`src/hw/rtl/bir_pkg.sv`:
```
`timescale 1ns / 1ps
// ----------------------------------------------------------------------------
// Bilinear resampler package
// Shared widths, register indexes, command codes, sequencer states and the
// control word of the multiply-accumulate unit.
// ----------------------------------------------------------------------------
package bir_pkg;

  // Fixed field widths
  localparam int PIX_W         = 8;
  localparam int WR_COORD_W    = 6;
  localparam int OUT_COORD_W   = 10;
  localparam int IN_DIM_CFG_W  = 7;
  localparam int OUT_DIM_CFG_W = 11;
  localparam int CFG_DATA_W    = 11;
  localparam int CFG_IDX_W     = 2;

  // Quotient bits retired per divider cycle
  localparam int DIV_STEP_BITS = 4;

  // Register indexes
  localparam logic [CFG_IDX_W-1:0] REG_IN_WIDTH   = 2'd0;
  localparam logic [CFG_IDX_W-1:0] REG_IN_HEIGHT  = 2'd1;
  localparam logic [CFG_IDX_W-1:0] REG_OUT_WIDTH  = 2'd2;
  localparam logic [CFG_IDX_W-1:0] REG_OUT_HEIGHT = 2'd3;

  // Register reset values
  localparam logic [IN_DIM_CFG_W-1:0]  IN_WIDTH_RST   = 7'd28;
  localparam logic [IN_DIM_CFG_W-1:0]  IN_HEIGHT_RST  = 7'd28;
  localparam logic [OUT_DIM_CFG_W-1:0] OUT_WIDTH_RST  = 11'd224;
  localparam logic [OUT_DIM_CFG_W-1:0] OUT_HEIGHT_RST = 11'd224;

  // Command codes
  localparam logic CMD_WRITE  = 1'b0;
  localparam logic CMD_SAMPLE = 1'b1;

  // Sequencer states
  typedef enum logic [4:0] {
    S_IDLE,
    S_MAP_X,
    S_START_X,
    S_DIV_X,
    S_MAP_Y,
    S_START_Y,
    S_DIV_Y,
    S_RD00,
    S_RD01,
    S_RD10,
    S_RD11,
    S_MUL11,
    S_WAIT_H,
    S_BLEND_Y0,
    S_BLEND_Y1,
    S_WAIT_Y,
    S_DONE
  } seq_state_e;

  // Multiply-accumulate control word
  typedef struct packed {
    logic valid;
    logic clear;
    logic round;
  } mac_ctrl_t;

endpackage

```
`src/hw/rtl/bir_mac.sv`:
```
`timescale 1ns / 1ps
// ----------------------------------------------------------------------------
// Shared multiply-accumulate unit
// Registered product, accumulated in the cycle after it. A clear starts a new
// sum at zero, or at one half LSB of the output when round is set.
// ----------------------------------------------------------------------------
module bir_mac #(
  parameter int FRAC_BITS = 8
) (
  input  logic                                  clk_i,
  input  logic                                  rst_ni,
  input  bir_pkg::mac_ctrl_t                    ctrl_i,
  input  logic [bir_pkg::PIX_W+FRAC_BITS-1:0]   a_i,
  input  logic [FRAC_BITS:0]                    b_i,
  output logic [bir_pkg::PIX_W+2*FRAC_BITS:0]   acc_o
);
  import bir_pkg::*;

  localparam int A_W   = PIX_W + FRAC_BITS;
  localparam int ACC_W = A_W + FRAC_BITS + 1;
  localparam logic [ACC_W-1:0] HALF = ACC_W'(1) << (2 * FRAC_BITS - 1);

  mac_ctrl_t        ctrl_q;
  logic [ACC_W-1:0] prod_q;
  logic [ACC_W-1:0] acc_q;
  logic [ACC_W-1:0] base;

  // Hold the control word alongside the product
  always_ff @(posedge clk_i or negedge rst_ni) begin
    if (!rst_ni) begin
      ctrl_q <= '0;
    end else begin
      ctrl_q <= ctrl_i;
    end
  end

  // Multiply stage
  always_ff @(posedge clk_i) begin
    if (ctrl_i.valid) begin
      prod_q <= a_i * b_i;
    end
  end

  // Pick the starting value of the sum
  always_comb begin
    if (!ctrl_q.clear) begin
      base = acc_q;
    end else if (ctrl_q.round) begin
      base = HALF;
    end else begin
      base = '0;
    end
  end

  // Accumulate stage
  always_ff @(posedge clk_i) begin
    if (ctrl_q.valid) begin
      acc_q <= base + prod_q;
    end
  end

  assign acc_o = acc_q;

endmodule

```
`config.mk`:
```
export PLATFORM = sky130hd
export DESIGN_NAME = bir_mac
export DESIGN_NICKNAME = d
export VERILOG_FILES = /design/src/hw/rtl/bir_pkg.sv /design/src/hw/rtl/bir_mac.sv
export SDC_FILE = /design/constraint.sdc
export NUM_CORES = 1
export LEC_CHECK = 0
export ABC_AREA = 1
export BUFFER_PORTS_ARGS = -buffer_cell sky130_fd_sc_hd__buf_4
export CORE_UTILIZATION = 35
export DETAILED_ROUTE_END_ITERATION = 7
export MAX_ROUTING_LAYER = met4
export PLACE_DENSITY_LB_ADDON = 0.12
export RECOVER_POWER = 50
export SKIP_CTS_REPAIR_TIMING = 1
export SLEW_MARGIN = 20
export SYNTH_ARGS = -nofsm -noshare
export SYNTH_HDL_FRONTEND = slang
export SYNTH_SLANG_ARGS = --single-unit
export TNS_END_PERCENT = 1
```
`constraint.sdc`:
```
create_clock -name clk_i -period 5.6 [get_ports clk_i]
set_input_delay 0.56 -clock clk_i [delete_from_list [all_inputs] [get_ports clk_i]]
set_output_delay 0.56 -clock clk_i [all_outputs]
set_load 0.02 [all_outputs]
```
==> impl_results.md <==
- Worst skew pair latency: 310 ps
- DR WL/cell: 12.8 um
- Detailed Place HPWL: 17700 um
- Slew HR: 6.13%
- Post-synth net total: ~1500
- Global-route wire length before repair: 35000 um
- Netlist Area Pre-Place: 8730 um2
- Register share of total power: a little under a fifth
- CORE AREA: ~24000 um2
- Share of the synthesized area in the top cell type: approximately 23%
- Die X: 160 um
- Pint: about 2.2 mW
- Routed via count: 6945
- Ys async rst share: 5.66%
- Peak Freq: 0.212 GHz
- Multi-input gate area: roughly 5600 um2
- Worst R2R End: acc_o[19]$_DFFE_PP_
- GPL Wtd Cong: roughly 0.85
- Drt drc: 0
- Longest Clk Path Bufs: 2
- Period minus WS final: 4730 ps
- Switching pwr: 2.50 mW
- Setup TNS: 0 ps
- RSZ-0062 raised after global routing: no
- Initial antenna violation count: 0
- # IOs: 55
- Initial DRC Count: 222
- Crit end category: flip-flop
- # setup viols final: 0
- Post-DRT Antenna Nets: 0
- R2r setup slk: 2690 ps
- Syn_area_per_cell: between 6 and 7 um2
- H-tree depth: 2
- Total track usage: 17.6%
- Fin. Hold Viols: 0
- Run status: finished, final reports clean
- Static Leak: between 5 and 6 nW
- Clock share of power: under 10%
- Final cell count without fillers: 1615
- DP Cell Count: 1607
- Clk sink count: between 50 and 60
- Synth area leaders: fa_1, nand2_1, edfxtp_1, inv_1, ha_1
- Final WL: 20600 um
- Final nets: 1489
- Sw frac: 52.8%
- Largest net degree at the start of global routing: 27
- Initial Util: 35.8%
- Hold_ws: a little under 50 ps
- VDD IR max: between 0.15 and 0.2 mV
- Crit path DAT: 4800 ps
- Area growth from synthesis to layout: 9.29%
- Synth cell types: 26
- DR pass1 iterations: 4
- Worst Reg-to-Reg Cells: 11
- Die area: 25600 um2
- Cell taking the most area after synthesis: fa_1
- Power Density: 497 nW/um2
- Yosys reg bits: 53
- Layout cell share with drive strength beyond 1: 6.43%
- CTS tree: yes
- Sequential share of the synthesized area: between 10% and 20%
- Worst setup margin: 873 ps
- Critical path peak fanout: 16
- Number of global-route vias before repair: 7196
- Clock transition at path regs: 80 ps
- CTS Buf Count: 5
- Primary FF master, synth: edfxtp_1
- WP data required: approximately 5700 ps
- Finished Core Util: 39.1%
- Yosys warnings: 0
- Root Buffer: clkbuf_16
- ANT cells: 0
- Max cap viols: 0
- Row cnt: 57
- Number of enable flip-flop cells after synthesis: 50
- CP Launch Type: input port
- Worst hold-check path type: in -> async
- Port Buffers: 54
- Synth Instances: 1265
- CP Class: in -> reg
- Fillers: 2652
- CP startpoint: b_i[0]
- Slew @ Worst Pin: 1410 ps
- Fin crit share: 84.4%
- Clk_skew: approximately 9 ps
- Comb power frac: between 70% and 80%
- Register Area: 1580 um2
- Via-per-instance ratio: 4.30
- Total congestion overflow: 0
- Dpl ws: between 900 and 1000 ps
- Fin. max-slew vios: 0
- FF-to-FF Start: ctrl_q[1]$_DFF_PN0_
- DIE HEIGHT: 160 um
-- final cells by class --
type / instances / share of cell area [%]
clock buffers: 5 / 1.31
clock inverters: 3 / 0.498
well taps: 324 / 4.25
multi-input cells: 803 / 58.9
flip-flops and latches: 53 / 16.5
repair buffers: 54 / 3.86
inverters: 373 / 14.7
-- power groups by stage --
stage | logic (mW) | clock network [mW] | registers, mW
after floorplan | 2.59 | 0 | 0.945
after global placement | 3.55 | 0 | 0.874
after detailed placement | 3.55 | 0 | 0.876
after CTS | 3.57 | 0.386 | 0.868
after global routing | 4.05 | 0.394 | 0.890
final | 3.50 | 0.377 | 0.863
-- cells in the mapped netlist (2+ instances only) --
library cell	number
nand2_1	421
inv_1	371
fa_1	100
nor2_1	70
ha_1	69
edfxtp_1	50
nand3_1	41
clkbuf_1	36
a21oi_1	24
xor2_1	18
nand2_2	14
nand4_1	9
nor2_2	7
nor3_1	5
xnor2_1	5
and2_1	4
o21bai_1	4
dfrtp_1	3
nor2_4	3
inv_2	2
nand3_2	2
nor3_2	2
or2_1	2
-- worst max path at each step --
stage                                       to  cells past startpoint  slack, ps
after floorplan           prod_q[21]$_DFFE_PP_                     19       1080
after global placement    prod_q[22]$_DFFE_PP_                     17        950
after detailed placement  prod_q[22]$_DFFE_PP_                     17        980
after CTS                 prod_q[22]$_DFFE_PP_                     17       1310
after global routing      prod_q[22]$_DFFE_PP_                     17        590
final                     prod_q[22]$_DFFE_PP_                     17        870
-- cells in the final DEF (no fill, tap or decap), drive strengths merged, types with 7 or more instances in the layout --
cell,count
edfxtp,50
nor3,7
ha,69
nand4,9
clkbuf,17
nand3,43
fa,100
nand2,435
xor2,19
a21oi,24
buf,42
nor2,80
inv,375
-- cell families (layout without fill, tap and decap cells) --
| logic type | count (synthesis) | after routing | share of synthesized area (%) |
|---|---|---|---|
| AND/OR/NAND/NOR | 581 | 581 | 27.3 |
| adder cells (fa/ha/maj) | 169 | 169 | 32.8 |
| flip-flops | 53 | 53 | 18.1 |
| buffers and inverters | 409 | 435 | 17.6 |
| XOR/XNOR | 24 | 24 | 2.49 |
| AO/OA/AOI/OAI | 29 | 29 | 1.78 |
-- metrics by stage --
stage,total power [mW],instance area (um2)
floorplan,3.54,8730
global placement,4.43,9410
detailed placement,4.43,9410
CTS,4.83,9580
global route,5.33,9540
finish,4.74,9540
-- critical path: stages --
cell and delay [ps]:
clkbuf_1 560, nand2_1 170, fa_1 570, inv_1 50, fa_1 490, fa_1 550
inv_1 50, fa_1 470, inv_1 40, ha_1 350, nand2_1 130, nor2_1 240
nand3_1 150, nand3_1 180, nand2_1 100, nand3_1 80, nand2_1 50
-- registers in the layout, indices dropped and copies added, names as in the netlist --
name,count
prod_q,25
ctrl_q,3
acc_o,25
-- per-layer routing --
layer | track usage, % | part of all wire (%) | vias up | wire [um]
li1 | - | - | 3675 | -
met1 | 22.0 | 47 | 3163 | 9720
met2 | 30.8 | 49 | 87 | 10100
met3 | 1.14 | 2.4 | 20 | 488
met4 | 4.11 | 1.7 | 0 | 342
met5 | - | 0 | - | 0
Note: power is estimated with default switching activity, not from simulation.
