### src/hw/rtl/bir_pkg.sv
`timescale 1ns / 1ps
// ----------------------------------------------------------------------------
// Bilinear resampler package
// Shared widths, register indexes, command codes, sequencer states and the
// control word of the multiply-accumulate unit.
// ----------------------------------------------------------------------------
package bir_pkg;

  // Fixed field widths
  localparam int PIX_W         = 8;
  localparam int WR_COORD_W    = 6;
  localparam int OUT_COORD_W   = 10;
  localparam int IN_DIM_CFG_W  = 7;
  localparam int OUT_DIM_CFG_W = 11;
  localparam int CFG_DATA_W    = 11;
  localparam int CFG_IDX_W     = 2;

  // Quotient bits retired per divider cycle
  localparam int DIV_STEP_BITS = 4;

  // Register indexes
  localparam logic [CFG_IDX_W-1:0] REG_IN_WIDTH   = 2'd0;
  localparam logic [CFG_IDX_W-1:0] REG_IN_HEIGHT  = 2'd1;
  localparam logic [CFG_IDX_W-1:0] REG_OUT_WIDTH  = 2'd2;
  localparam logic [CFG_IDX_W-1:0] REG_OUT_HEIGHT = 2'd3;

  // Register reset values
  localparam logic [IN_DIM_CFG_W-1:0]  IN_WIDTH_RST   = 7'd28;
  localparam logic [IN_DIM_CFG_W-1:0]  IN_HEIGHT_RST  = 7'd28;
  localparam logic [OUT_DIM_CFG_W-1:0] OUT_WIDTH_RST  = 11'd224;
  localparam logic [OUT_DIM_CFG_W-1:0] OUT_HEIGHT_RST = 11'd224;

  // Command codes
  localparam logic CMD_WRITE  = 1'b0;
  localparam logic CMD_SAMPLE = 1'b1;

  // Sequencer states
  typedef enum logic [4:0] {
    S_IDLE,
    S_MAP_X,
    S_START_X,
    S_DIV_X,
    S_MAP_Y,
    S_START_Y,
    S_DIV_Y,
    S_RD00,
    S_RD01,
    S_RD10,
    S_RD11,
    S_MUL11,
    S_WAIT_H,
    S_BLEND_Y0,
    S_BLEND_Y1,
    S_WAIT_Y,
    S_DONE
  } seq_state_e;

  // Multiply-accumulate control word
  typedef struct packed {
    logic valid;
    logic clear;
    logic round;
  } mac_ctrl_t;

endpackage

### src/hw/rtl/bir_divider.sv
`timescale 1ns / 1ps
// ----------------------------------------------------------------------------
// Serial restoring divider
// Divides num_i * 2^FRAC_BITS by den_i, retiring DIV_STEP_BITS quotient bits
// per cycle. The integer quotient sits above the fraction bits of quot_o.
// ----------------------------------------------------------------------------
module bir_divider #(
  parameter int NUM_W     = 18,
  parameter int DEN_W     = 12,
  parameter int FRAC_BITS = 8
) (
  input  logic                       clk_i,
  input  logic                       rst_ni,
  input  logic                       start_i,
  input  logic [NUM_W-1:0]           num_i,
  input  logic [DEN_W-1:0]           den_i,
  output logic                       done_o,
  output logic [NUM_W+FRAC_BITS-1:0] quot_o
);
  import bir_pkg::*;

  localparam int TW    = NUM_W + FRAC_BITS;
  localparam int TWP   = ((TW + DIV_STEP_BITS - 1) / DIV_STEP_BITS) * DIV_STEP_BITS;
  localparam int STEPS = TWP / DIV_STEP_BITS;
  localparam int CNT_W = $clog2(STEPS + 1);

  logic             busy_q;
  logic             done_q;
  logic [CNT_W-1:0] cnt_q;
  logic [TWP-1:0]   sh_q, sh_d;
  logic [DEN_W-1:0] rem_q, rem_d;
  logic [DEN_W-1:0] den_q;

  // Retire several quotient bits: shift in a dividend bit, trial subtract
  always_comb begin : p_step
    logic [DEN_W:0] trial;
    logic           qbit;
    rem_d = rem_q;
    sh_d  = sh_q;
    for (int k = 0; k < DIV_STEP_BITS; k++) begin
      trial = {rem_d, sh_d[TWP-1]};
      qbit  = (trial >= {1'b0, den_q});
      if (qbit) begin
        rem_d = DEN_W'(trial - {1'b0, den_q});
      end else begin
        rem_d = trial[DEN_W-1:0];
      end
      sh_d = {sh_d[TWP-2:0], qbit};
    end
  end

  // Step counter and completion pulse
  always_ff @(posedge clk_i or negedge rst_ni) begin
    if (!rst_ni) begin
      busy_q <= 1'b0;
      done_q <= 1'b0;
      cnt_q  <= '0;
    end else begin
      done_q <= 1'b0;
      if (start_i) begin
        busy_q <= 1'b1;
        cnt_q  <= CNT_W'(STEPS);
      end else if (busy_q) begin
        cnt_q <= cnt_q - 1'b1;
        if (cnt_q == CNT_W'(1)) begin
          busy_q <= 1'b0;
          done_q <= 1'b1;
        end
      end
    end
  end

  // Load operands, then advance the shift pair
  always_ff @(posedge clk_i) begin
    if (start_i) begin
      sh_q  <= TWP'({num_i, {FRAC_BITS{1'b0}}});
      rem_q <= '0;
      den_q <= den_i;
    end else if (busy_q) begin
      sh_q  <= sh_d;
      rem_q <= rem_d;
    end
  end

  assign done_o = done_q;
  assign quot_o = sh_q[TW-1:0];

endmodule

### config.mk
export PLATFORM = sky130hd
export DESIGN_NAME = bir_divider
export DESIGN_NICKNAME = d
export VERILOG_FILES = /design/src/hw/rtl/bir_pkg.sv /design/src/hw/rtl/bir_divider.sv
export SDC_FILE = /design/constraint.sdc
export NUM_CORES = 1
export LEC_CHECK = 0
export BUFFER_PORTS_ARGS = -buffer_cell sky130_fd_sc_hd__buf_2
export CAP_MARGIN = 40
export CORE_MARGIN = 2
export CORE_UTILIZATION = 60
export CTS_CLUSTER_SIZE = 24
export DETAILED_ROUTE_END_ITERATION = 16
export GPL_ROUTABILITY_DRIVEN = 0
export PLACE_DENSITY = 0.81
export SYNTH_ARGS = -nofsm -noshare
export SYNTH_HDL_FRONTEND = slang
export SYNTH_SLANG_ARGS = --single-unit
### constraint.sdc
create_clock -name clk_i -period 9.2 [get_ports clk_i]
set_clock_uncertainty 0.1 [all_clocks]
set_input_delay 1.84 -clock clk_i [delete_from_list [all_inputs] [get_ports clk_i]]
set_output_delay 1.84 -clock clk_i [all_outputs]
set_load 0.05 [all_outputs]
==> impl_metrics.yaml, run 1 <==
setup_path:
  timing.critical_path.from_type: "register"
  timing.critical_path.to_type: "register"
  r2r.worst_path.cells: 35
  critPathRequiredTime_ns: 9.33
  critPathArrivalTime_ns: 9.16
  cp_max_fo: 13
  worst_path_largest_cell_delay_ns: 0.57
  crit_top_cell: "sky130_fd_sc_hd__ha_1"
  cpMaxStageDelayCell: "sky130_fd_sc_hd__or4_4"
  timing_worst_setup_path_type: "register to register"
sta:
  finalWorstPathRequiredPeriod_ns: 9.03
  maxSlewViolCount: 0
  clock.fmax_mhz: 111
  hold_slack_ns: 0.422
  timing.max_slew.rel_slack: 0.528
  setup_violations: 0
  share_of_the_cycle_needed_by_the_critical_path_after_routing: 0.982
  hold_viol_final: 0
  slew_worst_pin_ns: 0.707
clocking:
  numCtsBuffers: 9
  cts.sink_count: 57
  cts.htree.levels: 3
  cts_root_buffer: "sky130_fd_sc_hd__clkbuf_8"
  clkLatencyLatePin_ns: 0.36
  worst_setup_hold_path_clk_slew_ns: 0.09
  tritoncts_clock_tree: "done"
  clock_tree.buffer_depth: 2
flow_run:
  cap_viol_max_count: 0
placed_design:
  detail_placement_hpwl_mm: 12.4
  placement.cell_area_sq_mm: 0.00570
  place.port_buffers: 59
synthesis:
  synth.cell_area_sq_mm: 0.00532
  synth_nets: 694
  top_cells_by_area_in_the_synthesized_netlist: "sky130_fd_sc_hd__edfxtp_1, sky130_fd_sc_hd__ha_1, sky130_fd_sc_hd__dfxtp_1"
  postSynth.topFlopCell: "sky130_fd_sc_hd__edfxtp_1"
  syn_inst: 607
  synthesis.area_per_instance_sq_um: 8.76
  ys_async_sr_fraction: 0.0877
  synth.distinct_cells: 80
  synth_top_area_share: 0.169
  cell_taking_the_most_area_after_synthesis: "sky130_fd_sc_hd__edfxtp_1"
  synth-edff-count: 30
  postSynthRegisterBits: 57
  ys_seq_area_frac: 0.276
  yosys_warnings: 0
global_routing:
  globalRouteOverflowTotal: 0
  largest_net_degree_at_the_start_of_global_routing: 49
  grt_first_pass_wirelength_mm: 25.2
  grt_pass1_vias: 4832
  grt_antenna_before_repair: 0
  grtUsageTotal: 0.335
drt:
  ant_nets_after_route: 0
  detail_route.wl_per_cell_microns: 21.3
  dr.first_iter.drc_count: 660
  number_of_remaining_drc_errors: 0
  post_drt_via_cell_ratio: 6.64
  totalWireLength_mm: 16.8
  drt_pre_antenna_iters: 9
  dr_vias: 5247
final_layout:
  fillCellCount: 656
  area.growth.synth_to_final_pct: 16.0
  finalInstanceArea_sq_mm: 0.00617
  final_layout_size_suffix_gt1_frac: 0.242
  nNetsFinal: 764
  num_antenna_cells: 0
min_path:
  min_path_cells: 2
  timing.hold.worst.class: "register to register"
die:
  fp.dieArea_sq_mm: 0.00963
  io_pins: 60
  placeableCoreArea_sq_mm: 0.00868
  die_w_microns: 98.1
  floorplan.die.height_microns: 98.1
  floorplan.initialDensity: 0.613
  std_cell_rows: 34
run_status:
  outcome: "finished clean"
==> path summary, 6_finish.rpt <==
kind	from	to	slack (ns)
hold reg to reg	sh_q[22]$_DFFE_PP_	sh_q[26]$_SDFFE_PP0P_	0.42
min in group asynchronous	rst_ni	cnt_q[0]$_DFFE_PN0P_	1.20
hold / removal	sh_q[22]$_DFFE_PP_	sh_q[26]$_SDFFE_PP0P_	0.42
max in group asynchronous	rst_ni	busy_q$_DFF_PN0_	7.67
setup reg to reg	rem_q[8]$_SDFFE_PP0P_	rem_q[10]$_SDFFE_PP0P_	0.17
setup / recovery	rem_q[8]$_SDFFE_PP0P_	rem_q[10]$_SDFFE_PP0P_	0.17
==> cells in the final DEF, fill, tap and decap left out, drive strengths merged, types with 14 or more instances in the layout <==
cell type / synthesis / final
dfxtp: 22 / 22
xnor2: 20 / 20
inv: 44 / 44
mux2i: 15 / 15
o21ai: 35 / 35
a21oi: 35 / 35
a22o: 14 / 14
edfxtp: 30 / 30
ha: 50 / 50
nor2: 43 / 43
xor2: 14 / 14
nand2: 42 / 42
buf: 35 / 106
==> cell type report <==
type	count	area [sq um]	area share
Clock inverter	3	42.5	0.00690
Timing Repair Buffer	106	652	0.106
Multi-Input combinational cell	458	3510	0.569
Sequential cell	57	1470	0.238
Clock buffer	13	191	0.0310
Tap cell	108	135	0.0219
Inverter	45	169	0.0274
==> cells in the mapped netlist (4+ instances only) <==
cell type and count:
sky130_fd_sc_hd__a31oi_1 8, sky130_fd_sc_hd__xnor2_1 20, sky130_fd_sc_hd__nor2b_1 8, sky130_fd_sc_hd__and4_1 4, sky130_fd_sc_hd__nor2_1 43, sky130_fd_sc_hd__buf_2 4
sky130_fd_sc_hd__nor3_1 10, sky130_fd_sc_hd__dfxtp_1 22, sky130_fd_sc_hd__a22o_1 14, sky130_fd_sc_hd__nand2_1 42, sky130_fd_sc_hd__buf_4 28, sky130_fd_sc_hd__or3_1 4
sky130_fd_sc_hd__dfrtp_1 5, sky130_fd_sc_hd__a211oi_1 13, sky130_fd_sc_hd__inv_1 44, sky130_fd_sc_hd__mux2i_1 15, sky130_fd_sc_hd__o21a_1 7, sky130_fd_sc_hd__edfxtp_1 30
sky130_fd_sc_hd__a21o_1 12, sky130_fd_sc_hd__a21oi_1 35, sky130_fd_sc_hd__o22ai_1 6, sky130_fd_sc_hd__o211ai_1 4, sky130_fd_sc_hd__xor2_1 14, sky130_fd_sc_hd__fa_1 4
sky130_fd_sc_hd__and3_1 9, sky130_fd_sc_hd__nand4_1 9, sky130_fd_sc_hd__o21ai_0 34, sky130_fd_sc_hd__o31ai_1 5, sky130_fd_sc_hd__ha_1 50, sky130_fd_sc_hd__nand3_1 11
sky130_fd_sc_hd__clkbuf_1 12, sky130_fd_sc_hd__and2_1 5, sky130_fd_sc_hd__nand2b_1 8
==> state kept, by name, indices dropped and copies added, names as in the netlist <==
register / cells
cnt_q: 3
busy_q: 1
done_o: 1
rem_q: 12
sh_q: 28
den_q: 12
==> through the flow <==
step                TNS [ns]  cells  utilization  worst slack [ns]
floorplan                  0    607            -             0.718
global placement           0    760        0.656             0.172
detailed placement   -0.0518    761        0.657           -0.0170
CTS                        0    777        0.687            0.0116
global route          -0.164    790        0.711            -0.128
finish                     0    790        0.711             0.169
==> what timing repair did <==
item                                    4_1_cts  5_1_grt
gates resized for setup                       5       26
hold buffers                                  0        0
pin swaps                                     0        7
endpoints found under the setup margin       11       13
setup buffers                                 0       13
==> metal layers <==
metal / up-vias / track usage / share of wire
met2: 367 / 0.540 / 0.45
met4: 0 / 0.143 / 0.060
met3: 100 / 0.0838 / 0.11
met5: - / 0 / 0
met1: 2403 / 0.431 / 0.38
li1: 2377 / - / -
==> critical path, delay by kind of cell, from the launching register on <==
kind	cells	cell delay (ns)
AO/OA/AOI/OAI	14	3.02
AND/OR/NAND/NOR	10	2.19
adder cells (fa/ha/maj)	4	1.46
multiplexers	3	1.07
buffers and inverters	4	0.66
flip-flops	1	0.38
==> kinds of logic (layout without fill, tap and decap cells) <==
kind of cell	count (synthesis)	in the layout	synth area share
DFF	57	57	0.276
buffers and inverters	92	167	0.0885
adders and majority gates	54	54	0.133
xor gates and xnor gates	34	34	0.0560
muxes	19	19	0.0374
and+or+nand+nor	169	169	0.162
AOI/OAI and AO/OA	182	182	0.248
Power of run 1 is left out: the tool's default activity adds up to more than one toggle a clock period on the data nets, which glitch-free logic cannot reach.
==> run 2, diff against run 1 <==
--- a/config.mk
+++ b/config.mk
@@ -7,12 +7,13 @@
 export LEC_CHECK = 0
 export BUFFER_PORTS_ARGS = -buffer_cell sky130_fd_sc_hd__buf_2
 export CAP_MARGIN = 40
+export CORE_ASPECT_RATIO = 0.7
 export CORE_MARGIN = 2
-export CORE_UTILIZATION = 60
+export CORE_UTILIZATION = 25
 export CTS_CLUSTER_SIZE = 24
 export DETAILED_ROUTE_END_ITERATION = 16
 export GPL_ROUTABILITY_DRIVEN = 0
-export PLACE_DENSITY = 0.81
+export RECOVER_POWER = 50
 export SYNTH_ARGS = -nofsm -noshare
 export SYNTH_HDL_FRONTEND = slang
 export SYNTH_SLANG_ARGS = --single-unit
==> run 2 against run 1 <==
  * Register-to-register slack improved by 0.22 ns
  * First-iteration DRC count rose by 0.76%
  * Non-clock buffer count is 16 higher
  * Hold slack worse by 0.016 ns
  * Critical path type unchanged
  * Highest routed layer unchanged
==> impl_metrics.yaml, run 2 (synthesis gave the netlist of run 1 again) <==
placed_design:
  detail_placement_hpwl_mm: 13.5
  place.port_buffers: 59
  dp_cells: 954
  dp_slack_ns: 0.00813
die:
  std_cell_rows: 44
  io_pins: 60
  placeableCoreArea_sq_mm: 0.0208
  fp.dieArea_sq_mm: 0.0225
  floorplan.die.height_microns: 126
  die_w_microns: 178
  floorplan.initialDensity: 0.256
sta:
  finalWorstPathRequiredPeriod_ns: 8.81
  hold_viol_final: 0
  maxSlewViolCount: 0
  timing.max_slew.rel_slack: 0.468
  clock.fmax_mhz: 113
  setup_violations: 0
  finalSetupTns_ns: 0
  share_of_the_cycle_needed_by_the_critical_path_after_routing: 0.958
  setup_slack_ns: 0.389
  slew_worst_pin_ns: 0.796
drt:
  number_of_remaining_drc_errors: 0
  ant_nets_after_route: 0
  dr_vias: 5021
  detail_route.wl_per_cell_microns: 17.5
  drt_pre_antenna_iters: 5
  dr.first_iter.drc_count: 665
  post_drt_via_cell_ratio: 5.16
  totalWireLength_mm: 17.1
clocking:
  worst_setup_hold_path_clk_slew_ns: 0.06
  numCtsBuffers: 9
  tritoncts_clock_tree: "done"
  cts.hold.buffers_added: 0
  clkLatencyLatePin_ns: 0.34
  clock_tree.buffer_depth: 2
  cts.sink_count: 57
  cts_root_buffer: "sky130_fd_sc_hd__clkbuf_16"
  cts.htree.levels: 3
final_layout:
  sequential_cell_area_sq_mm: 0.00147
  multi_input_area_sq_mm: 0.00348
  reg_top3: "sh_q: 28 flops, den_q: 12 flops, rem_q: 12 flops"
  most_flops_register: "sh_q"
  layout.cells.most_common_list: "sky130_fd_sc_hd__buf_4, sky130_fd_sc_hd__ha_1, sky130_fd_sc_hd__inv_1"
  final_layout_size_suffix_gt1_frac: 0.231
  most_common_library_cell_in_the_layout_ignoring_fill_and_taps: "sky130_fd_sc_hd__buf_4"
  largest_reg_flops: 28
  number_of_cells_in_the_finished_layout_apart_from_fillers: 974
  area.growth.synth_to_final_pct: 22.7
  fillCellCount: 2204
  num_antenna_cells: 0
  nNetsFinal: 780
global_routing:
  largest_net_degree_at_the_start_of_global_routing: 49
  grt_antenna_before_repair: 0
  grt_first_pass_wirelength_mm: 25.6
  grtUsageTotal: 0.150
  globalRouteOverflowTotal: 0
  grt_pass1_vias: 4439
setup_path:
  critPathCapture: "rem_q[7]$_SDFFE_PP0P_"
  r2r-start: "den_q[1]$_DFFE_PP_"
  worstSetupStartpoint: "den_q[1]$_DFFE_PP_"
  timing_worst_setup_path_type: "register to register"
  crit_top_cell: "sky130_fd_sc_hd__ha_1"
  critPathRequiredTime_ns: 9.34
  cp_max_fo: 13
  regToRegEndpoint: "rem_q[7]$_SDFFE_PP0P_"
  worst_path_largest_cell_delay_ns: 0.50
  critPathArrivalTime_ns: 8.95
  timing.critical_path.to_type: "register"
  r2r.worst_path.cells: 36
  r2r_setup_slack_ns: 0.39
  timing.critical_path.depth: 36
  timing.critical_path.from_type: "register"
  critPathTopFamily: "compound AO/OA/AOI/OAI gates"
  cpMaxStageDelayCell: "sky130_fd_sc_hd__edfxtp_1"
  critical_path_buf_inv_count: 5
min_path:
  min_path_cells: 2
  timing.hold.worst.class: "register to register"
flow_run:
  cap_viol_max_count: 0
run_status:
  outcome: "finished clean"
## run 2: worst min-delay path: cells and delay by family (launching register included)
family	cells	cell delay [ns]
simple gates	1	0.06
flops	1	0.34
compound gates	1	0.07
## run 2: metal layers
layer | part of all wire | GRT usage | up-vias
met1 | 0.49 | 0.228 | 2347
met5 | 0 | 0 | -
met4 | 0.017 | 0.0316 | 0
met3 | 0.11 | 0.0568 | 25
li1 | - | - | 2405
met2 | 0.38 | 0.197 | 244
## run 2: worst min-delay path by stage
stage / start / end / slack (ns)
after CTS: cnt_q[1]$_DFFE_PN0P_ / cnt_q[1]$_DFFE_PN0P_ / 0.41
after global placement: sh_q[1]$_SDFFE_PP0P_ / sh_q[1]$_SDFFE_PP0P_ / 0.39
after detailed placement: cnt_q[1]$_DFFE_PN0P_ / cnt_q[1]$_DFFE_PN0P_ / 0.40
final: cnt_q[1]$_DFFE_PN0P_ / cnt_q[1]$_DFFE_PN0P_ / 0.41
after floorplan: cnt_q[1]$_DFFE_PN0P_ / cnt_q[1]$_DFFE_PN0P_ / 0.37
after global routing: cnt_q[1]$_DFFE_PN0P_ / cnt_q[1]$_DFFE_PN0P_ / 0.42
## run 2: stage by stage
stage / util / area [sq um] / hold WS (ns)
floorplan: - / 5320 / 0.367
global placement: 0.293 / 6100 / 0.395
detailed placement: 0.293 / 6100 / 0.396
CTS: 0.309 / 6430 / 0.408
global route: 0.314 / 6530 / 0.423
finish: 0.314 / 6530 / 0.406
## run 2: what timing repair did
action | CTS | global route
pin swaps | 0 | 1
hold endpoints to repair | 0 | 0
endpoints found under the setup margin | 4 | 13
gates resized for setup | 1 | 24
setup buffers | 0 | 4
## run 2: final cells by class
| cell class | instances | share of cell area |
|---|---|---|
| multi-input cells | 458 | 0.533 |
| flip-flops and latches | 57 | 0.225 |
| repair buffers | 122 | 0.114 |
| well taps | 276 | 0.0529 |
| clock buffers | 10 | 0.0383 |
| inverters | 45 | 0.0259 |
| clock inverters | 6 | 0.0111 |
Power of run 2 is left out for the same reason.
==> run 3, diff against run 2 <==
--- a/config.mk
+++ b/config.mk
@@ -5,6 +5,7 @@
 export SDC_FILE = /design/constraint.sdc
 export NUM_CORES = 1
 export LEC_CHECK = 0
+export ABC_AREA = 1
 export BUFFER_PORTS_ARGS = -buffer_cell sky130_fd_sc_hd__buf_2
 export CAP_MARGIN = 40
 export CORE_ASPECT_RATIO = 0.7
@@ -14,6 +15,7 @@
 export DETAILED_ROUTE_END_ITERATION = 16
 export GPL_ROUTABILITY_DRIVEN = 0
 export RECOVER_POWER = 50
+export REMOVE_ABC_BUFFERS = 1
 export SYNTH_ARGS = -nofsm -noshare
 export SYNTH_HDL_FRONTEND = slang
 export SYNTH_SLANG_ARGS = --single-unit
==> run 3 against run 2 <==
  * The flow now finishes with violations (max-capacitance violations, max-slew violations)
  * Register-to-register slack gained 0.47 ns
  * Via count shrank 2.7%
  * Die area shrank 0.78%
  * Non-clock buffer count shrank 59
  * Hold slack lost 0.017 ns
  * Global-route usage shrank 1.5 points
  * Sequential share of layout area grew 2.0 points
  * Cell area shrank 8.4%
  * Critical path depth grew 6
  * Critical path type unchanged
  * Critical endpoint is now rem_q[8]$_SDFFE_PP0P_
  * Largest cell class unchanged
  * Highest routed layer unchanged
==> impl_metrics.yaml, run 3 <==
flow_run:
  cap_viol_max_count: 1
drt:
  number_of_remaining_drc_errors: 0
  ant_nets_after_route: 0
  detail_route.wl_per_cell_microns: 14.1
  dr.first_iter.drc_count: 511
  dr_vias: 4883
  totalWireLength_mm: 14.7
  drt_pre_antenna_iters: 5
  post_drt_via_cell_ratio: 4.67
global_routing:
  largest_net_degree_at_the_start_of_global_routing: 36
  global_route.peak_usage_layer: "met1"
  grt_first_pass_wirelength_mm: 23.5
  grt_antenna_before_repair: 0
  globalRouteOverflowTotal: 0
  grt_util_met1: 0.211
  grt_pass1_vias: 4419
  global_route.usage.met3: 0.0316
  grtUsageTotal: 0.135
  grt_util_met2: 0.184
synthesis:
  postSynthRegisterBits: 57
  ys_async_sr_fraction: 0.0877
  top_cells_by_area_in_the_synthesized_netlist: "sky130_fd_sc_hd__edfxtp_1, sky130_fd_sc_hd__nand2_1, sky130_fd_sc_hd__ha_1"
  synth-edff-count: 30
  synth.distinct_cells: 48
  postSynth.topFlopCell: "sky130_fd_sc_hd__edfxtp_1"
  synth_top_area_share: 0.171
  ys_seq_area_frac: 0.278
  synthesis.area_per_instance_sq_um: 7.22
  yosys_warnings: 0
  post-synth-top-count-cell: "sky130_fd_sc_hd__nand2_1"
  syn_inst: 731
  cell_taking_the_most_area_after_synthesis: "sky130_fd_sc_hd__edfxtp_1"
  synth.cell_area_sq_mm: 0.00528
  synthTopCellsByCount: "sky130_fd_sc_hd__nand2_1, sky130_fd_sc_hd__inv_1, sky130_fd_sc_hd__ha_1, sky130_fd_sc_hd__nor2_1, sky130_fd_sc_hd__nand3_1"
clocking:
  cts.sink_count: 57
  clock_tree.buffer_depth: 2
  cts.htree.levels: 3
  clkLatencyLatePin_ns: 0.33
  cts_post_setup_buffers_inserted: 0
  cts_resized: 0
  cts_root_buffer: "sky130_fd_sc_hd__clkbuf_16"
  worst_setup_hold_path_clk_slew_ns: 0.06
  tritoncts_clock_tree: "done"
  cts.hold.buffers_added: 0
  numCtsBuffers: 9
final_layout:
  most_common_library_cell_in_the_layout_ignoring_fill_and_taps: "sky130_fd_sc_hd__nand2_1"
  multi_input_area_sq_mm: 0.00308
  most_flops_register: "sh_q"
  sequential_cell_area_sq_mm: 0.00147
  final_layout_size_suffix_gt1_frac: 0.0949
  largest_reg_flops: 28
  layout.cells.most_common_list: "sky130_fd_sc_hd__nand2_1, sky130_fd_sc_hd__inv_1, sky130_fd_sc_hd__ha_1"
  nNetsFinal: 851
  area.growth.synth_to_final_pct: 13.4
  reg_top3: "sh_q: 28 flops, den_q: 12 flops, rem_q: 12 flops"
  num_antenna_cells: 0
  fillCellCount: 2291
setup_path:
  worst_path_largest_cell_delay_ns: 0.46
  timing_worst_setup_path_type: "register to register"
  timing.critical_path.to_type: "register"
  worstSetupStartpoint: "den_q[1]$_DFFE_PP_"
  r2r_setup_slack_ns: 0.86
  r2r-start: "den_q[1]$_DFFE_PP_"
  r2r.worst_path.cells: 42
  critPathRequiredTime_ns: 9.37
  timing.critical_path.from_type: "register"
  critPathArrivalTime_ns: 8.51
  crit_top_cell: "sky130_fd_sc_hd__nand2_1"
  cpMaxStageDelayCell: "sky130_fd_sc_hd__edfxtp_1"
  cp_max_fo: 19
  regToRegEndpoint: "rem_q[8]$_SDFFE_PP0P_"
sta:
  finalSetupTns_ns: 0
  clock.fmax_mhz: 120
  share_of_the_cycle_needed_by_the_critical_path_after_routing: 0.907
  setup_violations: 0
  maxSlewViolCount: 36
  timing.max_slew.rel_slack: -0.198
  slew_worst_pin_ns: 1.80
  finalWorstPathRequiredPeriod_ns: 8.34
  hold_viol_final: 0
  rsz0062_at_grt: "false"
min_path:
  hold_end: "cnt_q[2]$_DFFE_PN0P_"
  timing.hold.worst.class: "register to register"
  min_path_cells: 1
  hp-start: "cnt_q[2]$_DFFE_PN0P_"
die:
  die_w_microns: 178
  std_cell_rows: 44
  floorplan.initialDensity: 0.255
  floorplan.die.height_microns: 126
  placeableCoreArea_sq_mm: 0.0207
  fp.dieArea_sq_mm: 0.0223
  io_pins: 60
placed_design:
  detail_placement_hpwl_mm: 11.7
  place.port_buffers: 59
run_status:
  outcome: "finished, violations left"
  violations: "max-capacitance violations, max-slew violations"
run 3: cell count changes after synthesis, sizes merged, moves of 9 or more:
cell	delta
and3	-9
a211oi	-13
nand3	+29
mux2i	-15
nand2	+158
o21ai	+9
inv	+76
nand4	+13
run 3: metal layers:
metal  share of wire  vias up
met1            0.50     2228
met2            0.40      204
met3           0.094       10
li1                -     2441
met5               0        -
met4          0.0095        0
run 3: metrics by stage:
stage | hold slack (ns) | setup WS, ns | std cells | cell area [sq um] | util
2_1_floorplan | 0.346 | 1.98 | 690 | 5000 | -
3_3_place_gp | 0.371 | 1.19 | 1028 | 5670 | 0.274
3_5_place_dp | 0.380 | 1.12 | 1029 | 5690 | 0.275
4_1_cts | 0.393 | 1.04 | 1045 | 6020 | 0.291
5_1_grt | 0.405 | 0.0810 | 1045 | 5980 | 0.289
6_report | 0.390 | 0.857 | 1045 | 5980 | 0.289
run 3: cell type report:
type | count | area share
Clock buffer | 9 | 0.0377
Clock inverter | 7 | 0.0172
Inverter | 121 | 0.0764
Multi-Input combinational cell | 512 | 0.515
Sequential cell | 57 | 0.245
Tap cell | 276 | 0.0577
Timing Repair Buffer | 63 | 0.0508
run 3: worst max path at each step:
| stage | end | slack (ns) | cells past startpoint |
|---|---|---|---|
| after floorplan | rem_q[11]$_SDFFE_PP0P_ | 1.98 | 42 |
| after global placement | sh_q[0]$_SDFFE_PP0P_ | 1.19 | 42 |
| after detailed placement | rem_q[8]$_SDFFE_PP0P_ | 1.12 | 44 |
| after CTS | rem_q[5]$_SDFFE_PP0P_ | 1.04 | 44 |
| after global routing | rem_q[11]$_SDFFE_PP0P_ | 0.08 | 46 |
| final | rem_q[8]$_SDFFE_PP0P_ | 0.86 | 42 |
run 3: critical path, delay by kind of cell (launching register included):
kind            cells  cell delay, ns
compound gates     11            2.56
buf+inv             6            0.93
fa+ha+maj           4            1.45
flops               1            0.46
simple gates       21            2.76
run 3: logic make-up after synthesis:
kind of cell | synth area share
flip-flops | 0.278
XOR/XNOR | 0.0565
buffers and inverters | 0.139
adder cells (fa/ha/maj) | 0.134
AND/OR/NAND/NOR | 0.260
AO/OA/AOI/OAI | 0.133
Power of run 3 is left out for the same reason.
